--- src/sv/mte_pkg.sv ---
`timescale 1ns / 1ps
// ----------------------------------------------------------------------------
// mte_pkg
// Shared types, codes and the phone letter maps of the multi-tap entry block.
// ----------------------------------------------------------------------------
package mte_pkg;

  localparam int MAX_LEN   = 32;
  localparam int LEN_W     = 6;
  localparam int ADDR_W    = 5;
  localparam int NUM_MAPS  = 12;
  localparam int MAP_SLOTS = 9;

  typedef enum logic [1:0] {
    CMD_START   = 2'd0,
    CMD_PRELOAD = 2'd1,
    CMD_KEY     = 2'd2,
    CMD_READ    = 2'd3
  } cmd_e;

  typedef enum logic [1:0] {
    ST_LABEL    = 2'd0,
    ST_PROGRESS = 2'd1,
    ST_SUCCESS  = 2'd2,
    ST_ABORTED  = 2'd3
  } status_e;

  typedef enum logic [2:0] {
    EDIT_NONE     = 3'd0,
    EDIT_APPENDED = 3'd1,
    EDIT_REPLACED = 3'd2,
    EDIT_REMOVED  = 3'd3,
    EDIT_CLEARED  = 3'd4
  } edit_e;

  typedef enum logic [2:0] {
    REG_MIN_LENGTH  = 3'd0,
    REG_ALLOW_ALPHA = 3'd1,
    REG_ABORT_KEY   = 3'd2,
    REG_CONFIRM_KEY = 3'd3,
    REG_WINDOW      = 3'd4
  } reg_e;

  typedef struct packed {
    cmd_e                cmd;
    logic [7:0]          key_code;
    logic [31:0]         time_ms;
    logic [ADDR_W-1:0]   read_index;
  } item_t;

  typedef struct packed {
    status_e             status;
    logic [LEN_W-1:0]    length;
    edit_e               edit_kind;
    logic [7:0]          edit_char;
    logic [7:0]          read_char;
  } result_t;

  typedef struct packed {
    logic [LEN_W-1:0]    min_length;
    logic                allow_alpha;
    logic [7:0]          abort_key;
    logic [7:0]          confirm_key;
    logic [15:0]         cycle_window_ms;
  } cfg_t;

  // One write into the text buffer.
  typedef struct packed {
    logic                en;
    logic [ADDR_W-1:0]   addr;
    logic [7:0]          data;
  } buf_wr_t;

  // Letter maps: the first character is the key itself; unused slots are zero.
  localparam logic [7:0] MAP_CHAR [NUM_MAPS][MAP_SLOTS] = '{
    '{"1", "-", ".", 8'h00, 8'h00, 8'h00, 8'h00, 8'h00, 8'h00},
    '{"2", "a", "b", "c", "A", "B", "C", 8'h00, 8'h00},
    '{"3", "d", "e", "f", "D", "E", "F", 8'h00, 8'h00},
    '{"4", "g", "h", "i", "G", "H", "I", 8'h00, 8'h00},
    '{"5", "j", "k", "l", "J", "K", "L", 8'h00, 8'h00},
    '{"6", "m", "n", "o", "M", "N", "O", 8'h00, 8'h00},
    '{"7", "p", "q", "r", "s", "P", "Q", "R", "S"},
    '{"8", "t", "u", "v", "T", "U", "V", 8'h00, 8'h00},
    '{"9", "w", "x", "y", "z", "W", "X", "Y", "Z"},
    '{"*", 8'h00, 8'h00, 8'h00, 8'h00, 8'h00, 8'h00, 8'h00, 8'h00},
    '{"0", 8'h00, 8'h00, 8'h00, 8'h00, 8'h00, 8'h00, 8'h00, 8'h00},
    '{"#", 8'h00, 8'h00, 8'h00, 8'h00, 8'h00, 8'h00, 8'h00, 8'h00}
  };

  localparam logic [3:0] MAP_LEN [NUM_MAPS] = '{
    4'd3, 4'd7, 4'd7, 4'd7, 4'd7, 4'd7, 4'd9, 4'd7, 4'd9, 4'd1, 4'd1, 4'd1
  };

  // Next character in the key's letter map. A character not in the map
  // becomes the map's first one; a key with no map leaves it unchanged.
  function automatic logic [7:0] next_in_map(input logic [7:0] key,
                                             input logic [7:0] cur);
    logic [7:0] res;
    logic       hit;
    logic [3:0] pos;
    res = cur;
    for (int m = 0; m < NUM_MAPS; m++) begin
      if (MAP_CHAR[m][0] == key) begin
        hit = 1'b0;
        pos = 4'd0;
        for (int i = 0; i < MAP_SLOTS; i++) begin
          if (!hit && (4'(i) < MAP_LEN[m]) && (MAP_CHAR[m][i] == cur)) begin
            hit = 1'b1;
            pos = (4'(i + 1) == MAP_LEN[m]) ? 4'd0 : 4'(i + 1);
          end
        end
        res = MAP_CHAR[m][pos];
      end
    end
    return res;
  endfunction

endpackage

--- src/sv/mte_buffer.sv ---
`timescale 1ns / 1ps
`default_nettype none
// ----------------------------------------------------------------------------
// mte_buffer
// Text buffer memory: one write port and two registered read ports, with
// the same-edge write forwarded to both reads.
// ----------------------------------------------------------------------------
module mte_buffer (
  input  wire logic                   clk,
  input  wire mte_pkg::buf_wr_t       wr,
  input  wire logic [mte_pkg::ADDR_W-1:0] last_addr,
  input  wire logic                   idx_en,
  input  wire logic [mte_pkg::ADDR_W-1:0] idx_addr,
  output logic [7:0]                  last_char,
  output logic [7:0]                  idx_char
);
  import mte_pkg::*;

  logic [7:0] mem [MAX_LEN];

  // Write port.
  always_ff @(posedge clk) begin
    if (wr.en) begin
      mem[wr.addr] <= wr.data;
    end
  end

  // Last-character port reads every cycle at the address of the new tail.
  always_ff @(posedge clk) begin
    if (wr.en && (wr.addr == last_addr)) begin
      last_char <= wr.data;
    end else begin
      last_char <= mem[last_addr];
    end
  end

  // Indexed port reads when an item is taken in.
  always_ff @(posedge clk) begin
    if (idx_en) begin
      if (wr.en && (wr.addr == idx_addr)) begin
        idx_char <= wr.data;
      end else begin
        idx_char <= mem[idx_addr];
      end
    end
  end

endmodule
`default_nettype wire

--- src/sv/mte_core.sv ---
`timescale 1ns / 1ps
`default_nettype none
// ----------------------------------------------------------------------------
// mte_core
// Session state and the single-pass update for one item.
// ----------------------------------------------------------------------------
module mte_core (
  input  wire logic                   clk,
  input  wire logic                   rst,
  input  wire logic                   adv,
  input  wire mte_pkg::item_t         item,
  input  wire mte_pkg::cfg_t          cfg,
  input  wire logic [7:0]             last_char,
  input  wire logic [7:0]             idx_char,
  output mte_pkg::result_t            res,
  output mte_pkg::buf_wr_t            wr,
  output logic [mte_pkg::ADDR_W-1:0]  last_addr
);
  import mte_pkg::*;

  status_e          status, status_next;
  logic [LEN_W-1:0] len, len_next;
  logic             pending, pending_next;
  logic [7:0]       prev_key, prev_key_next;
  logic [31:0]      prev_time, prev_time_next;

  logic [31:0]      gap;
  logic             repeat_hit;
  logic             can_append;
  logic             min_met;
  logic [7:0]       cycled;
  edit_e            kind;
  logic [7:0]       ech;
  logic [7:0]       rch;

  assign gap        = item.time_ms - prev_time;
  assign repeat_hit = (item.key_code == prev_key) && (gap < {16'd0, cfg.cycle_window_ms});
  assign can_append = len < LEN_W'(MAX_LEN);
  assign min_met    = len >= cfg.min_length;
  assign cycled     = next_in_map(item.key_code, last_char);

  // Next session state and buffer write for the item in the input register.
  always_comb begin
    status_next    = status;
    len_next       = len;
    pending_next   = pending;
    prev_key_next  = prev_key;
    prev_time_next = prev_time;
    kind           = EDIT_NONE;
    ech            = 8'd0;
    rch            = 8'd0;
    wr             = '{en: 1'b0, addr: len[ADDR_W-1:0], data: item.key_code};

    case (item.cmd)
      CMD_START: begin
        status_next    = ST_LABEL;
        len_next       = '0;
        pending_next   = 1'b0;
        prev_key_next  = 8'd0;
        prev_time_next = 32'd0;
        kind           = EDIT_CLEARED;
      end
      CMD_PRELOAD: begin
        if (status == ST_LABEL) begin
          pending_next = 1'b1;
          if (can_append) begin
            wr.en    = 1'b1;
            len_next = len + 1'b1;
            kind     = EDIT_APPENDED;
            ech      = item.key_code;
          end
        end
      end
      CMD_KEY: begin
        if ((item.key_code != 8'd0) && ((status == ST_LABEL) || (status == ST_PROGRESS))) begin
          prev_key_next  = item.key_code;
          prev_time_next = item.time_ms;
          if ((status == ST_LABEL) && (item.key_code == cfg.abort_key)) begin
            status_next = ST_ABORTED;
            len_next    = '0;
            kind        = EDIT_CLEARED;
          end else if ((status == ST_LABEL) && (item.key_code == cfg.confirm_key)) begin
            if (min_met) begin
              status_next = ST_SUCCESS;
            end
          end else begin
            status_next = ST_PROGRESS;
            if ((item.key_code == cfg.abort_key) ||
                ((item.key_code == cfg.confirm_key) && !min_met)) begin
              // Backspace, or abort on an empty buffer.
              if (len != '0) begin
                len_next = len - 1'b1;
                kind     = EDIT_REMOVED;
              end else begin
                status_next = ST_ABORTED;
              end
            end else if (item.key_code == cfg.confirm_key) begin
              status_next = ST_SUCCESS;
            end else if (pending) begin
              // The first ordinary key after preloaded text is swallowed.
              pending_next = 1'b0;
            end else if (cfg.allow_alpha && repeat_hit && (len != '0)) begin
              wr.en   = 1'b1;
              wr.addr = ADDR_W'(len - 1'b1);
              wr.data = cycled;
              kind    = EDIT_REPLACED;
              ech     = cycled;
            end else if (can_append) begin
              wr.en    = 1'b1;
              len_next = len + 1'b1;
              kind     = EDIT_APPENDED;
              ech      = item.key_code;
            end
          end
        end
      end
      CMD_READ: begin
        if ({1'b0, item.read_index} < len) begin
          rch = idx_char;
        end
      end
      default: ;
    endcase
  end

  assign res = '{status: status_next, length: len_next, edit_kind: kind,
                 edit_char: ech, read_char: rch};

  // Tail address for the last-character read port, from the length in force
  // after this edge.
  assign last_addr = ADDR_W'((adv ? len_next : len) - 1'b1);

  // Session state registers.
  always_ff @(posedge clk) begin
    if (rst) begin
      status    <= ST_LABEL;
      len       <= '0;
      pending   <= 1'b0;
      prev_key  <= 8'd0;
      prev_time <= 32'd0;
    end else if (adv) begin
      status    <= status_next;
      len       <= len_next;
      pending   <= pending_next;
      prev_key  <= prev_key_next;
      prev_time <= prev_time_next;
    end
  end

endmodule
`default_nettype wire

--- src/sv/multi_tap_text_entry_top.sv ---
`timescale 1ns / 1ps
`default_nettype none
// ----------------------------------------------------------------------------
// multi_tap_text_entry_top
// Multi-tap keypad text entry: a bounded text buffer edited by key events.
// ----------------------------------------------------------------------------
// An accepted item passes the input register and then the result register.
// Throughput: one item per cycle; the input register and result register
// form a two-stage pipeline that only stalls when the result is not taken.
// Reset (synchronous, rst high) returns configuration to its defaults and
// the session to the label state with an empty buffer; no clearing pass.
module multi_tap_text_entry_top (
  input  wire logic              clk,
  input  wire logic              rst,
  input  wire logic              item_valid,
  output logic                   item_stall,
  input  wire mte_pkg::item_t    item,
  output logic                   result_valid,
  input  wire logic              result_stall,
  output mte_pkg::result_t       result,
  input  wire logic              cfg_valid,
  output logic                   cfg_ready,
  input  wire logic [2:0]        cfg_index,
  input  wire logic [15:0]       cfg_data
);
  import mte_pkg::*;

  cfg_t                cfg;
  logic                hold_valid;
  item_t               hold;
  logic                adv;
  logic                accept;
  result_t             res;
  buf_wr_t             wr;
  buf_wr_t             buf_wr;
  logic [ADDR_W-1:0]   last_addr;
  logic [7:0]          last_char;
  logic [7:0]          idx_char;

  // Pipeline control: the held item moves on when the result register frees.
  assign adv        = hold_valid && (!result_valid || !result_stall);
  assign item_stall = hold_valid && !adv;
  assign accept     = item_valid && !item_stall;
  assign cfg_ready  = 1'b1;

  // The buffer is only written when the held item actually moves on.
  assign buf_wr.en   = wr.en && adv;
  assign buf_wr.addr = wr.addr;
  assign buf_wr.data = wr.data;

  // Configuration registers.
  always_ff @(posedge clk) begin
    if (rst) begin
      cfg <= '{min_length: '0, allow_alpha: 1'b1, abort_key: 8'd42,
               confirm_key: 8'd35, cycle_window_ms: 16'd1000};
    end else if (cfg_valid && cfg_ready) begin
      unique case (cfg_index)
        REG_MIN_LENGTH:  cfg.min_length      <= cfg_data[LEN_W-1:0];
        REG_ALLOW_ALPHA: cfg.allow_alpha     <= cfg_data[0];
        REG_ABORT_KEY:   cfg.abort_key       <= cfg_data[7:0];
        REG_CONFIRM_KEY: cfg.confirm_key     <= cfg_data[7:0];
        REG_WINDOW:      cfg.cycle_window_ms <= cfg_data;
        default: ;
      endcase
    end
  end

  // Input register.
  always_ff @(posedge clk) begin
    if (rst) begin
      hold_valid <= 1'b0;
    end else begin
      hold_valid <= accept || (hold_valid && !adv);
    end
  end

  always_ff @(posedge clk) begin
    if (accept) begin
      hold <= item;
    end
  end

  // Result register.
  always_ff @(posedge clk) begin
    if (rst) begin
      result_valid <= 1'b0;
    end else begin
      result_valid <= adv || (result_valid && result_stall);
    end
  end

  always_ff @(posedge clk) begin
    if (adv) begin
      result <= res;
    end
  end

  mte_buffer u_buffer (
    .clk       (clk),
    .wr        (buf_wr),
    .last_addr (last_addr),
    .idx_en    (accept),
    .idx_addr  (item.read_index),
    .last_char (last_char),
    .idx_char  (idx_char)
  );

  mte_core u_core (
    .clk       (clk),
    .rst       (rst),
    .adv       (adv),
    .item      (hold),
    .cfg       (cfg),
    .last_char (last_char),
    .idx_char  (idx_char),
    .res       (res),
    .wr        (wr),
    .last_addr (last_addr)
  );

endmodule
`default_nettype wire

--- config.mk ---
export PLATFORM = sky130hd
export DESIGN_NAME = multi_tap_text_entry_top
export DESIGN_NICKNAME = d
export VERILOG_FILES = /design/src/sv/mte_pkg.sv /design/src/sv/mte_buffer.sv /design/src/sv/mte_core.sv /design/src/sv/multi_tap_text_entry_top.sv
export SDC_FILE = /design/constraint.sdc
export NUM_CORES = 1
export LEC_CHECK = 0
export CELL_PAD_IN_SITES_DETAIL_PLACEMENT = 1
export CELL_PAD_IN_SITES_GLOBAL_PLACEMENT = 2
export CORE_ASPECT_RATIO = 1.1
export CORE_MARGIN = 2
export CORE_UTILIZATION = 48
export CTS_CLUSTER_SIZE = 20
export DETAILED_ROUTE_END_ITERATION = 10
export DONT_BUFFER_PORTS = 1
export MAX_ROUTING_LAYER = met4
export PLACE_DENSITY_LB_ADDON = 0.1
export SYNTH_ARGS = -nofsm -noshare
export SYNTH_HDL_FRONTEND = slang
export SYNTH_HIERARCHICAL = 1
export SYNTH_SLANG_ARGS = --single-unit
--- constraint.sdc ---
create_clock -name clk -period 9.56 [get_ports clk]
set_clock_uncertainty 0.15 [all_clocks]
set_input_delay 0.478 -clock clk [delete_from_list [all_inputs] [get_ports clk]]
set_output_delay 0.478 -clock clk [all_outputs]
set_load 0.01 [all_outputs]
==> summary.txt <==
largest net degree at the start of global routing - 108
Core Region - 50300 sq um
Min Clock Period, post-route - 7.58 ns
GR Layer Usage met2 - 50.9%
R2R Setup Slk - 1.98 ns
Worst path slowest cell - xnor2_1
row count - 86
total track usage - 29.6%
vias in the first global route - 18400
Main synth FF type - edfxtp_1
hold_sp - cfg_data[0]
Iteration-0 DRC Markers - 1397
FF-to-FF Start - hold[9]
# IOs - 101
synthesized net count - 2233
Post-Syn Area per Cell - 11.8 sq um
WP data required - 9.64 ns
first-pass iteration count of the detailed router - 5
Final Hold Viols - 0
H-tree depth - 2
Layout Nets - 2252
TritonCTS Buffers - 47
worst skew pair latency - 0.61 ns
antenna-violating nets left - 0
initial antenna violation count - 2
number of flops mapped to enable cells by yosys - 338
P_leak - 0.00965 uW
effective utilization at floorplan - 48.8%
Vias/cell - 6.33
number of port buffers - 0
FF+latch count, synth - 433
Unique masters post-synth - 96
GRT Max-Usage Layer - met2
residual DRC count - 0
Final setup viols - 0
Final period util - 79.2%
nature of the critical path endpoint - flip-flop
die height - 241 um
outcome - finished clean
total grt overflow - 0
CTS Sinks - 433
maximum clock frequency - 132 MHz
Layout area overhead - 11.1%
PwrDens - 177 nW/um^2
cells along the critical path - ha_1, a21o_1, a31o_2, o211ai_2, nand2_1, xor2_1, ha_1, nand2b_1, nor4_1, nand4_1, a31o_2, nor4_1, o2111a_1, nand4_1, or3_1, nor2_1, nand2_1, xnor2_1, or3b_2, nor2_1
Resized cells post-CTS - 0
cell count after synthesis - 2072
worst-path fanout max - 9
Reg clk slew, reported paths - 0.06 ns
hold path depth - 2
met3 usage - 3.98%
r2r endpoint - u_buffer/mem[10][2]
Max stage delay on crit path - 0.90 ns
YS warnings - 6
r2r worst-path depth - 20
layout cell share with drive strength beyond 1 - 12.4%
Routed WL - 75800 um
hold slack - 0.0433 ns
clk buf depth - 3
Max Slew Vio Count - 0
Seq/Total Area, Yosys - 49.2%
DPL Wire Length - 52400 um
Post-Syn Area - 24500 sq um
DR vias - 17700
Worst Hold Path EP - cfg[0]
Die W - 219 um
Worst Path Class, Setup - reg -> reg
min-delay worst type - in -> reg
die area - 52900 sq um
Max VDD drop - 151 uV
CTS tree - yes
critical path data arrival time - 7.66 ns
first-pass GRT wire length - 114000 um
GPL Wtd Cong - 0.918
Clk Tree Root Cell - clkbuf_16
post-CTS setup buffer count - 0
Max Cap Viol - 0
RSZ-0062 raised after global routing - no
Avg WL per Cell - 27.2 um
met1 Usage GRT - 34.9%
Slew HR - 19.1%
Post-synth ARST share - 0%
setup_tns - 0 ns
nature of the critical path startpoint - flip-flop
Least-Margin Pin Slew - 1.21 ns
-- synthesized netlist by cell type (all sizes together) (10+ instances only) --
cell type / count / area, sq um
and2: 23 / 144
or2: 10 / 62.6
edfxtp: 338 / 10100
a211oi: 18 / 140
buf: 46 / 277
a22o: 18 / 158
and3: 17 / 106
o211ai: 19 / 148
ha: 89 / 1110
a21oi: 103 / 519
nand2b: 66 / 413
nand3: 31 / 155
a21o: 22 / 165
o21ai: 56 / 280
xor2: 29 / 254
mux2i: 129 / 1290
o22ai: 18 / 113
a31oi: 14 / 87.6
nand2: 106 / 400
xnor2: 30 / 263
a22oi: 47 / 353
nor2b: 31 / 201
o31ai: 13 / 97.6
nor3: 24 / 125
dfxtp: 95 / 1900
nor2: 190 / 713
clkbuf: 77 / 289
mux4: 104 / 2340
nor4: 11 / 75.1
nand4: 18 / 119
inv: 99 / 372
a221oi: 33 / 319
mux2: 18 / 203
o21a: 18 / 135
-- repair_timing --
item                       in CTS  in global routing
hold buffers                   70                  0
setup endpoints to repair       0                  0
hold endpoints to repair      137                  0
-- flip-flops by register name, summed over array words and instances, names as in the netlist, 6 cells and up, named ones only --
name / flops
u_buffer/mem: 256
hold: 47
cfg: 39
u_core/prev_time: 32
result: 27
u_buffer/idx_char: 8
u_core/prev_key: 8
u_core/len: 6
-- worst max path at each step --
stage | depth (start not counted) | start | endpoint
floorplan | 28 | hold[9] | u_buffer/idx_char[5]
global placement | 20 | hold[18] | u_buffer/mem[10][3]
global route | 22 | hold[9] | u_buffer/mem[10][1]
finish | 20 | hold[9] | u_buffer/mem[10][2]
detailed placement | 20 | hold[18] | u_buffer/mem[9][2]
CTS | 20 | hold[18] | u_buffer/mem[9][2]
-- layer usage --
| metal | share of wire [%] | vias up |
|---|---|---|
| li1 | - | 7933 |
| met1 | 40 | 8994 |
| met2 | 51 | 601 |
| met3 | 5.5 | 145 |
| met4 | 4.1 | 0 |
| met5 | 0 | - |
-- metrics by stage --
stage               util [%]  cell area (sq um)  total power (uW)  instances  setup WS, ns
CTS                     54.1              27200              4850       2788          1.96
global placement        49.7              25000              2990       2632          2.17
detailed placement      49.7              25000              3000       2632          1.99
floorplan                  -              24500              2770       2072          3.50
global route            54.2              27200              4990       2790          1.61
finish                  54.2              27200              4830       2790          1.98
-- cells by family (layout without fill, tap and decap cells) --
family	count (synthesis)	in the layout	synth area share, %
DFF	433	433	49.2
adders and majority gates	91	91	4.67
xor gates and xnor gates	59	59	2.11
muxes	251	251	15.7
other	1	3	0.0153
AOI/OAI and AO/OA	446	446	12.8
buffers and inverters	223	279	3.84
and+or+nand+nor	568	568	11.7
-- cell type report --
class | count | area, sq um
tap | 660 | 826
antenna | 2 | 5.00
clock buffer | 57 | 1220
clock inverter | 29 | 300
sequential | 433 | 12100
timing repair buffer | 93 | 891
fill | 5109 | 23000
multi-input combinational | 1416 | 11500
inverter | 100 | 375
-- worst max-delay path, delay by kind of cell, from the launching register on --
family | cells | cell delay [ns]
adders and majority gates | 2 | 0.60
DFF | 1 | 0.40
AOI/OAI and AO/OA | 5 | 1.33
xor gates and xnor gates | 2 | 1.10
and+or+nand+nor | 11 | 3.62
-- where the power goes --
part | switching (uW) | internal, uW
Clock | 786 | 1030
Combinational | 539 | 353
Sequential | 50.8 | 2070
Total | 1380 | 3450
-- cell usage in the layout, fill, tap and decap left out, types with 20 or more instances in the layout --
cell,netlist,routed
a21o_1,22,22
a21oi_1,102,102
a221oi_1,30,30
a22oi_1,47,47
and2_1,19,20
buf_4,13,23
clkbuf_16,0,47
dfxtp_1,95,93
dlygate4sd3_1,0,69
edfxtp_1,338,338
ha_1,89,89
inv_1,99,99
mux2i_1,129,129
mux4_2,104,104
nand2_1,105,105
nand2b_1,66,66
nand3_1,31,31
nor2_1,190,187
nor2b_1,30,29
nor3_1,23,23
o21ai_0,51,51
xnor2_1,30,30
xor2_1,29,29
Power figures use the tool's default switching activity.
